**src/sv/kpbm_pkg.sv**
```systemverilog
// ----------------------------------------------------------------------------
// kpbm_pkg: key to player button mapper package
// Item codes, result codes and the key table entry layout.
// ----------------------------------------------------------------------------
package kpbm_pkg;

  typedef enum logic [1:0] {
    ACT_ADD   = 2'd0,
    ACT_EVENT = 2'd1,
    ACT_QUERY = 2'd2,
    ACT_NOP   = 2'd3
  } action_t;

  typedef enum logic [1:0] {
    ST_DONE       = 2'd0,
    ST_MISS       = 2'd1,
    ST_FULL       = 2'd2,
    ST_BAD_PLAYER = 2'd3
  } status_t;

  localparam int unsigned KeyW    = 32;
  localparam int unsigned PlayerW = 4;
  localparam int unsigned BtnW    = 8;

  typedef struct packed {
    logic [KeyW-1:0]    key;
    logic [PlayerW-1:0] player;
    logic [BtnW-1:0]    mask;
    logic               pressed;
  } entry_t;

endpackage

```
**src/sv/key_to_player_button_mapper_unit.sv**
```systemverilog
// ----------------------------------------------------------------------------
// key_to_player_button_mapper_unit: key code to player button mapper
// Key table with linear search, per-player button words and aggregate word.
// ----------------------------------------------------------------------------
// Usage:
//   Input channel (in_valid/in_ready) carries one beat per item: add a key
//   mapping, report a key event, or query a player's buttons. Output channel
//   (out_valid/out_ready) returns exactly one beat per item with status,
//   the affected player's buttons and the aggregate (player 0) buttons.
//   A query, a bad-player add or an unused beat is staged and then loaded
//   into the output register, and the next beat is taken once the unit is
//   idle again. An add or key event searches the key table one entry per
//   cycle through the RAM read port (registered read data); a key event
//   hit then updates the button words before the result is staged and
//   registered. The linear search over the table RAM sets the rate;
//   in_ready is low until the item's result has been loaded into the
//   output register.
//   Reset clears the entry count, all player button words and the output
//   valid. Table RAM contents are not cleared; entries beyond the count are
//   never compared, so no clearing pass is needed.
//   If the receiver stalls, the finished result waits in its staging
//   registers until the output register frees, and no new item is taken.
// ----------------------------------------------------------------------------
module key_to_player_button_mapper_unit #(
  parameter int unsigned TABLE_DEPTH  = 32,
  parameter int unsigned PLAYER_COUNT = 8,
  parameter int unsigned BUTTON_BITS  = 8
) (
  input  logic        clk,
  input  logic        rst,
  input  logic        in_valid,
  output logic        in_ready,
  input  logic [1:0]  action,
  input  logic [31:0] key_code,
  input  logic [3:0]  player,
  input  logic [7:0]  button_mask,
  input  logic        pressed,
  output logic        out_valid,
  input  logic        out_ready,
  output logic [1:0]  status,
  output logic [7:0]  player_buttons,
  output logic [7:0]  any_buttons
);

  import kpbm_pkg::*;

  // table address and count widths
  localparam int unsigned AW     = (TABLE_DEPTH > 1) ? $clog2(TABLE_DEPTH) : 1;
  localparam int unsigned CW     = $clog2(TABLE_DEPTH + 1);
  localparam int unsigned PIDX_W = $clog2(PLAYER_COUNT + 1);
  localparam int unsigned EW     = $bits(entry_t);
  localparam logic [BtnW-1:0] BtnMask =
    (BUTTON_BITS >= BtnW) ? {BtnW{1'b1}} : BtnW'((64'd1 << BUTTON_BITS) - 64'd1);
  localparam logic [CW-1:0]      DepthC  = CW'(TABLE_DEPTH);
  localparam logic [PlayerW-1:0] MaxPlay = PlayerW'(PLAYER_COUNT);

  typedef enum logic [1:0] {
    S_IDLE,
    S_SEARCH,
    S_UPDATE,
    S_RESULT
  } state_t;

  state_t              state;
  action_t             action_r;
  logic [KeyW-1:0]     key_r;
  logic [PlayerW-1:0]  player_r;
  logic [BtnW-1:0]     mask_r;
  logic                pressed_r;

  logic [CW-1:0]       entry_count;
  logic [CW-1:0]       issue_idx;
  logic [CW-1:0]       cmp_idx;
  logic                cmp_vld;
  entry_t              hit_entry;
  logic [AW-1:0]       hit_idx;

  logic [BtnW-1:0]     player_state [PLAYER_COUNT+1];

  status_t             res_status;
  logic [BtnW-1:0]     res_pbtn;

  // RAM signals
  logic                ram_wr_en;
  logic [AW-1:0]       ram_wr_addr;
  entry_t              ram_wr_data;
  logic [EW-1:0]       ram_rd_raw;
  entry_t              ram_rd_data;

  // search and update datapath
  logic                issue_more;
  logic                hit;
  logic                miss;
  logic                table_full;
  logic [PIDX_W-1:0]   add_pidx;
  logic [PIDX_W-1:0]   ev_pidx;
  logic [BtnW-1:0]     ps_p;
  logic                rise;
  logic                fall;
  logic [BtnW-1:0]     new_p;
  logic [BtnW-1:0]     new_0;
  logic                out_free;

  assign ram_rd_data = entry_t'(ram_rd_raw);
  assign issue_more  = issue_idx < entry_count;
  assign hit         = (state == S_SEARCH) && cmp_vld && (ram_rd_data.key == key_r);
  assign miss        = (state == S_SEARCH) && !cmp_vld && !issue_more;
  assign table_full  = entry_count >= DepthC;
  assign add_pidx    = player_r[PIDX_W-1:0];
  assign ev_pidx     = (hit_entry.player <= MaxPlay) ? hit_entry.player[PIDX_W-1:0]
                                                     : '0;
  assign ps_p        = player_state[ev_pidx];
  assign rise        = pressed_r && !hit_entry.pressed;
  assign fall        = !pressed_r && hit_entry.pressed;
  assign new_p       = rise ? ((ps_p | hit_entry.mask) & BtnMask)
                     : fall ? (ps_p & ~hit_entry.mask & BtnMask) : ps_p;
  assign new_0       = rise ? ((player_state[0] | hit_entry.mask) & BtnMask)
                     : fall ? (player_state[0] & ~hit_entry.mask & BtnMask)
                            : player_state[0];
  assign out_free    = !out_valid || out_ready;
  assign in_ready    = (state == S_IDLE);

  // RAM write: new entry on an add miss, pressed flag on a level change
  always_comb begin
    ram_wr_en   = 1'b0;
    ram_wr_addr = entry_count[AW-1:0];
    ram_wr_data = '{key: key_r, player: player_r, mask: mask_r & BtnMask,
                    pressed: 1'b0};
    if (miss && (action_r == ACT_ADD) && !table_full) begin
      ram_wr_en = 1'b1;
    end else if ((state == S_UPDATE) && (rise || fall)) begin
      ram_wr_en           = 1'b1;
      ram_wr_addr         = hit_idx;
      ram_wr_data         = hit_entry;
      ram_wr_data.pressed = pressed_r;
    end
  end

  kpbm_ram #(
    .WIDTH (EW),
    .DEPTH (TABLE_DEPTH)
  ) u_table (
    .clk     (clk),
    .wr_en   (ram_wr_en),
    .wr_addr (ram_wr_addr),
    .wr_data (ram_wr_data),
    .rd_addr (issue_idx[AW-1:0]),
    .rd_data (ram_rd_raw)
  );

  always_ff @(posedge clk) begin
    if (rst) begin
      state       <= S_IDLE;
      entry_count <= '0;
      issue_idx   <= '0;
      cmp_vld     <= 1'b0;
      out_valid   <= 1'b0;
      for (int i = 0; i <= PLAYER_COUNT; i++) begin
        player_state[i] <= '0;
      end
    end else begin
      // output beat: loaded from staging, or dropped once taken
      if ((state == S_RESULT) && out_free) begin
        out_valid <= 1'b1;
      end else if (out_ready) begin
        out_valid <= 1'b0;
      end
      case (state)
        S_IDLE: begin
          if (in_valid) begin
            action_r  <= action_t'(action);
            key_r     <= key_code;
            player_r  <= player;
            mask_r    <= button_mask;
            pressed_r <= pressed;
            issue_idx <= '0;
            cmp_vld   <= 1'b0;
            case (action_t'(action))
              ACT_ADD: begin
                if (player > MaxPlay) begin
                  res_status <= ST_BAD_PLAYER;
                  res_pbtn   <= '0;
                  state      <= S_RESULT;
                end else begin
                  state <= S_SEARCH;
                end
              end
              ACT_EVENT: begin
                state <= S_SEARCH;
              end
              ACT_QUERY: begin
                if (player > MaxPlay) begin
                  res_status <= ST_BAD_PLAYER;
                  res_pbtn   <= '0;
                end else begin
                  res_status <= ST_DONE;
                  res_pbtn   <= player_state[player[PIDX_W-1:0]];
                end
                state <= S_RESULT;
              end
              default: begin
                res_status <= ST_MISS;
                res_pbtn   <= '0;
                state      <= S_RESULT;
              end
            endcase
          end
        end
        S_SEARCH: begin
          // one read issued and one compare made per cycle
          if (hit) begin
            hit_entry <= ram_rd_data;
            hit_idx   <= cmp_idx[AW-1:0];
            if (action_r == ACT_ADD) begin
              res_status <= ST_MISS;
              res_pbtn   <= player_state[add_pidx];
              state      <= S_RESULT;
            end else begin
              state <= S_UPDATE;
            end
          end else if (miss) begin
            if (action_r == ACT_ADD) begin
              res_pbtn <= player_state[add_pidx];
              if (table_full) begin
                res_status <= ST_FULL;
              end else begin
                res_status  <= ST_DONE;
                entry_count <= entry_count + CW'(1);
              end
            end else begin
              res_status <= ST_MISS;
              res_pbtn   <= '0;
            end
            state <= S_RESULT;
          end else begin
            cmp_vld <= issue_more;
            cmp_idx <= issue_idx;
            if (issue_more) begin
              issue_idx <= issue_idx + CW'(1);
            end
          end
        end
        S_UPDATE: begin
          // a key mapped to player 0 moves the aggregate word only
          if (ev_pidx != '0) begin
            player_state[ev_pidx] <= new_p;
          end
          player_state[0] <= new_0;
          res_status      <= ST_DONE;
          res_pbtn        <= new_p;
          state           <= S_RESULT;
        end
        S_RESULT: begin
          if (out_free) begin
            status         <= res_status;
            player_buttons <= res_pbtn;
            any_buttons    <= player_state[0];
            state          <= S_IDLE;
          end
        end
        default: begin
          state <= S_IDLE;
        end
      endcase
    end
  end

endmodule

```
**src/sv/kpbm_ram.sv**
```systemverilog
// ----------------------------------------------------------------------------
// kpbm_ram: generic single write, single read RAM
// One write port, one read port with registered read data.
// ----------------------------------------------------------------------------
module kpbm_ram #(
  parameter int unsigned WIDTH = 8,
  parameter int unsigned DEPTH = 32
) (
  input  logic                             clk,
  input  logic                             wr_en,
  input  logic [$clog2(DEPTH)-1:0]         wr_addr,
  input  logic [WIDTH-1:0]                 wr_data,
  input  logic [$clog2(DEPTH)-1:0]         rd_addr,
  output logic [WIDTH-1:0]                 rd_data
);

  logic [WIDTH-1:0] mem [DEPTH];

  always_ff @(posedge clk) begin
    if (wr_en) begin
      mem[wr_addr] <= wr_data;
    end
    rd_data <= mem[rd_addr];
  end

endmodule
```
**config.mk**
```make
export PLATFORM = sky130hd
export DESIGN_NAME = key_to_player_button_mapper_unit
export DESIGN_NICKNAME = d
export VERILOG_FILES = /design/src/sv/kpbm_pkg.sv /design/src/sv/key_to_player_button_mapper_unit.sv /design/src/sv/kpbm_ram.sv
export SDC_FILE = /design/constraint.sdc
export NUM_CORES = 2
export LEC_CHECK = 0
export BUFFER_PORTS_ARGS = -buffer_cell sky130_fd_sc_hd__buf_4
export CORE_ASPECT_RATIO = 1.4
export CORE_UTILIZATION = 63
export CTS_BUF_LIST = sky130_fd_sc_hd__clkbuf_16
export DETAILED_ROUTE_END_ITERATION = 6
export GPL_TIMING_DRIVEN = 0
export PLACE_DENSITY = 0.8
export SLEW_MARGIN = 20
export SYNTH_ARGS = -nofsm -noshare
export SYNTH_HDL_FRONTEND = slang
export SYNTH_SLANG_ARGS = --single-unit
```
**constraint.sdc**
```tcl
create_clock -name clk -period 5.5 [get_ports clk]
set_input_delay 1.1 -clock clk [delete_from_list [all_inputs] [get_ports clk]]
set_output_delay 1.1 -clock clk [all_outputs]
set_load 0.01 [all_outputs]
```
# Yosys cells after proc, flatten, opt, wreduce, memory -nomap -nowiden
# Memory sizes are Yosys's and may differ from the RTL's. A register that Yosys moved wholly into a read port is not among the register bits.
# Cells that the tools add are included.
# classes
n_reduce_logical,35
n_shift,0
mux,65
multipliers,0
bitwise_logic,10
n_eq_ne,15
n_addsub,2
div_mod_pow,0
n_lt_le_gt_ge,4
# ops
operator,count
two-way mux 8 bit,13
two-way mux 45 bit,2
one-hot mux 8 bit (3 select lines),2
equality test 32 bit,1
two-way mux 2 bit,13
two-way mux 6 bit,4
two-way mux 1 bit,20
bitwise AND 8 bit,2
bitwise OR 8 bit,2
adder 6 x 1 -> 6 bit (second input constant),2
two-way mux 4 bit,3
inequality test 2 bit (second input constant),6
one-hot mux 2 bit (3 select lines),2
one-hot mux 6 bit (2 select lines),1
AND reduction 3 bit,4
logical AND 1 bit,10
two-way mux 5 bit,2
AND reduction 5 bit,2
NOT 8 bit,1
one-hot mux 2 bit (4 select lines),1
AND reduction 4 bit,2
OR reduction 8 bit,1
AND reduction 7 bit,1
equality test 2 bit (second input constant),3
17 further kinds,31
# word_totals
elab_cells,154
in_bits,51
ramBits,1512
mem_bits_ro,0
n_memories,2
latch_bits,0
out_inout_bits,20
reg_bits,146
# memory_table
name,depth,word_bits,rd,rd_ports_with_merged_regs,write_ports,line,text
u_table.mem,32,45,1,1,1,kpbm_ram.sv:17,logic [WIDTH-1:0] mem [DEPTH];
player_state,9,8,4,1,9,key_to_player_button_mapper_unit.sv:78,logic [BtnW-1:0] player_state [PLAYER_COUNT+1];

# Depth between registers and ports, before layout
# depth
depth_word,9
depth_mapped,9
ltp_nobuf,8

# Cells and area by module
# Synthesis repeated with hierarchy kept, for this count alone.
# hier_totals
hier_cells,4093
area_unflattened_um2,70106.0
# by_module_without_submodules
module,instances,cells_each,area_per_inst_um2
kpbm_ram,1,3158,56858.3
key_to_player_button_mapper_unit,1,935,13247.7

# Worst setup path before layout
# OpenSTA, ideal clock, no wires.
# synth_path
kind,register -> register
start,reg entry_count[4]
end,mem u_table.mem[15][0] (netlist name) (enable)
setup_slack_ps,877
arrival_time_ps,4176
n_path_buf,2
stages_incl_launch_ff,10
cell_sequence,dfxtp_1 > clkbuf_1 > inv_1 > ha_1 > nand4_1 > o221a_2 > buf_2 > nor3_4 > mux2_2 > nor2_1
# synth_via
elab_chain_len,8
# synth_lines
item,line,text
"start, declared",key_to_player_button_mapper_unit.sv:71,logic [CW-1:0] entry_count;
"start signal, assigned",key_to_player_button_mapper_unit.sv:228,entry_count <= entry_count + CW'(1);
less-than comparator 6 bit,key_to_player_button_mapper_unit.sv:105,assign issue_more = issue_idx < entry_count;
logical NOT 1 bit,key_to_player_button_mapper_unit.sv:107,assign miss = (state == S_SEARCH) && !cmp_vld && !issue_more;
logical AND 1 bit,key_to_player_button_mapper_unit.sv:107,
logical AND 1 bit (2 in series),key_to_player_button_mapper_unit.sv:129,if (miss && (action_r == ACT_ADD) && !table_full) begin
two-way mux 1 bit,key_to_player_button_mapper_unit.sv:129,
two-way mux 1 bit,kpbm_ram.sv:20,if (wr_en) begin
two-way mux 1 bit (implied by the code),kpbm_ram.sv:21,mem[wr_addr] <= wr_data;
"end, declared",kpbm_ram.sv:17,
# Parallel ways exist; a longest one is shown, timed or not.

# Final worst setup path
# layout_path
start,reg entry_count[4]
end,mem u_table.mem[12][9] (netlist name) (enable)
# Same word-level chain as after synthesis.

==> summary.md <==
| Metric | Value |
|---|---|
| Status | `complete, but fails checks` |
| Violated checks | `DRC` |
| Nets@finish | `3,511` |
| Detailed Place HPWL | `124,000 um` |
| Library cells used by synthesis | `61` |
| Worst supply voltage drop on vdd | `0.000306 V` |
| Sequential-to-total area share from yosys stat | `0.762` |
| Number of flip-flops and latches in the synthesized netlist | `1,763` |
| Dominant register cell in the synthesized netlist | `edfxtp_1` |
| Clk_skew | `33.4 ps` |
| IO Count | `71` |
| Pwr dens | `370 nW/um2` |
| Area added between synthesis and finish | `14.2%` |
| Net load switching power | `0.00690 W` |
| Area taken by flip-flops and latches | `52,300 um2` |
| Most frequent cell on the critical path | `buf_16` |
| Crit start category | `flip-flop` |
| Asr flop ratio synth | `0` |
| Post-route cell area | `78,400 um2` |
| Width of the die | `281 um` |
| Site row count | `142` |
| Initial cell density of the core | `0.638` |
| Total Die Area | `110,000 um2` |
| Setup slack of the most critical reg-to-reg path | `290 ps` |
| Commonest cells after routing, fill and taps aside | `edfxtp_1 (1,698), mux4_2 (493), clkbuf_16 (159), nor2_1 (104), mux2_2 (101)` |
| Residual antenna-violating net count after detailed routing | `0` |
| Hold buffer count at cts | `0` |
| Internal portion of total power | `0.0221 W` |
| Arrival @ worst endpoint | `5760 ps` |
| Critical path, cell by cell | `clkbuf_1 -> inv_1 -> ha_1 -> nand4_1 -> o221a_2 -> o31ai_4 -> buf_2 -> mux2i_1 -> nor2_4 -> buf_16 -> buf_16` |
| Synth Cell Area | `68,600 um2` |
| Reported leakage power | `24.6 nW` |
| Via count of the first global-routing pass | `38,000` |
| Hold Worst Slack | `404 ps` |
| Largest fanout on the critical path | `12` |
| GRT overflow | `0` |
| Clk_lat worst skew | `810 ps` |
| Post-CTS setup buffer count | `0` |
| Detailed-router iteration count before antenna repair | `7` |
| Worst hold start | `u_table.rd_data[8]$_DFF_P_` |
| Shortest clock period the worst path allows after layout | `5210 ps` |
| Number of vias per cell after detailed routing | `7.47` |
| Fraction of layout instances using a drive strength above 1 | `0.308` |
| Die height | `393 um` |
| Most common cell after layout, fill and taps aside | `edfxtp_1` |
| Clk pin slew, worst setup/hold paths | `60 ps` |
| Kind of critical path | `flip-flop to flip-flop` |
| HP Class | `flip-flop to flip-flop` |
| Max Cap Viol | `0` |
| Relative contribution of the clock network to total power | `0.375` |
| Fraction of power consumed by combinational cells | `0.081` |
| Post-placement cell area | `73,400 um2` |
| Number of antenna violations at the first check in global routing | `4` |
| Routed wirelength normalized by instance count | `41.0 um` |
| Period utilization | `0.947` |
| RSZ-0062 raised after global routing | `false` |
| Synth Warn # | `0` |
| First-pass GRT wire length | `285,000 um` |
| Core Region | `107,000 um2` |
| All-layer global routing usage | `0.384` |
| Finish-stage setup viols | `0` |
| Tightest Pin Transition | `1280 ps` |
| Routed wire length | `206,000 um` |
| Worst Setup End Kind | `flip-flop` |
| Pins over their slew limit | `0` |
| Sw Ratio | `0.238` |
| Final hold vios | `0` |
| Number of DRC violations after detailed-routing iteration 0 | `6,423` |
| Endpoint, Worst Hold | `hit_entry[8]$_DFFE_PP_` |
| Required time worst endpoint | `6050 ps` |
| Sequential Power Share | `0.544` |
| Maximum clock path buffer count | `3` |
| Number of enable flip-flop cells after synthesis | `1,698` |
| Final routed DRC violation total | `11` |
| Slowest stage delay, CP | `990 ps` |
| Hold path cells | `0` |
| Number of port buffers | `69` |
| Worst setup path startpoint | `entry_count[4]$_SDFFE_PP0P_` |
| Cts repair resizes | `0` |
| CTS tree | `built` |
| Standard cell with the maximum stage delay on the critical path | `o31ai_4` |
| Start of the worst register-to-register path | `entry_count[4]$_SDFFE_PP0P_` |
| Number of filler cells placed in the layout | `5,551` |
| Endpoint of the lowest-slack register-to-register path | `u_table.mem[12][9]$_DFFE_PP_` |
| Maximum number of pins on one net before global-route repair | `33` |
| Worst R2R Path Depth | `11` |
| Clock sinks | `1,763` |
| Average footprint of a synthesized cell | `22.3 um2` |
| Fmax | `0.192 GHz` |
| Post-layout power | `0.0290 W` |
| Total number of vias | `37,500` |
| Number of cells produced by synthesis | `3,071` |
| Routability-driven placement congestion ratio | `0.974` |
| Clock Tree Root | `clkbuf_16` |
| Number of H-tree levels | `4` |
| Multi-input gate area in the final layout | `16,100 um2` |
| Relative slew slack | `0.146` |
| Number of clock buffers inserted by TritonCTS | `157` |
==> flip-flops by register name, summed over array words and instances, names as in the netlist, 8 cells and up, named ones only <==
name and cells:
u_table.mem 1440, mask_r 8, player_buttons 8, res_pbtn 8
key_r 32, u_table.rd_data 45, hit_entry 45, any_buttons 8
player_state 120
==> power by group through the flow <==
stage | clock network [W] | logic [W] | registers (W)
3_3_place_gp | 0 | 0.00198 | 0.0161
2_1_floorplan | 0 | 0.00132 | 0.0160
6_report | 0.0109 | 0.00234 | 0.0158
5_1_grt | 0.0114 | 0.00239 | 0.0158
3_5_place_dp | 0 | 0.00220 | 0.0161
4_1_cts | 0.0109 | 0.00225 | 0.0158
==> cells by family (layout without fill, tap and decap cells) <==
family	after synthesis	after routing	synth area share
other	1	59	0.0000546
multiplexers	628	628	0.183
buffers and inverters	180	635	0.0120
XOR/XNOR	35	35	0.00447
adder cells (fa/ha/maj)	14	14	0.00255
flip-flops	1763	1763	0.762
AND/OR/NAND/NOR	326	326	0.0222
AO/OA/AOI/OAI	124	124	0.0135
==> metrics by stage <==
step / TNS [ps] / worst slack [ps] / util / std cells
finish: 0 / 290 / 0.729 / 5024
global route: 0 / 352 / 0.729 / 5021
CTS: 0 / 509 / 0.729 / 5020
detailed placement: 0 / 647 / 0.682 / 4726
global placement: -3788160 / -2920 / 0.662 / 4635
floorplan: 0 / 877 / - / 3126
==> critical path: cells and delay by family (launching register included) <==
| kind | cells | cell delay (ps) |
|---|---|---|
| compound gates | 2 | 1310 |
| fa+ha+maj | 1 | 340 |
| buf+inv | 5 | 1540 |
| flops | 1 | 310 |
| mux | 1 | 930 |
| simple gates | 2 | 480 |
==> worst max-delay path by stage <==
| stage | cells past startpoint | slack (ps) | endpoint |
|---|---|---|---|
| floorplan | 9 | 880 | u_table.mem[15][0]$_DFFE_PP_ |
| global placement | 9 | -2920 | u_table.mem[18][18]$_DFFE_PP_ |
| detailed placement | 11 | 650 | u_table.mem[12][15]$_DFFE_PP_ |
| CTS | 11 | 510 | u_table.mem[12][8]$_DFFE_PP_ |
| global route | 11 | 350 | u_table.mem[12][8]$_DFFE_PP_ |
| finish | 11 | 290 | u_table.mem[12][9]$_DFFE_PP_ |
==> cell usage after synthesis (9+ instances only) <==
master / count / area share
a21o_1: 9 / 0.00098
a21oi_1: 18 / 0.0013
a221oi_1: 17 / 0.0022
and2_1: 11 / 0.0010
buf_1: 11 / 0.00060
buf_2: 50 / 0.0036
buf_4: 14 / 0.0015
clkbuf_1: 75 / 0.0041
dfxtp_1: 65 / 0.019
edfxtp_1: 1698 / 0.74
ha_1: 14 / 0.0026
inv_1: 25 / 0.0014
mux2_2: 101 / 0.017
mux2i_1: 34 / 0.0050
mux4_2: 493 / 0.16
nand2_1: 71 / 0.0039
nand3_1: 24 / 0.0018
nor2_1: 138 / 0.0075
nor3_1: 17 / 0.0012
nor3b_1: 9 / 0.00098
nor4_1: 13 / 0.0012
o21ai_0: 23 / 0.0017
o221ai_1: 9 / 0.0011
xor2_1: 30 / 0.0038
==> per-layer routing <==
layer  wire [um]  up-vias  track usage
li1            -    13600            -
met1       61300    18900        0.439
met2      102000     3913        0.630
met3       23800     1081       0.0920
met4       19000        6        0.289
met5          33        -            0
==> final cells by class <==
type / count / area share
diodes: 3 / 0.0000958
plain buffers: 155 / 0.00942
clock buffers: 159 / 0.0508
clock inverters: 135 / 0.0126
inverters: 25 / 0.00120
multi-input cells: 1183 / 0.205
flip-flops and latches: 1763 / 0.667
well taps: 1440 / 0.0230
repair buffers: 161 / 0.0310
(Power assumes the default switching activity.)
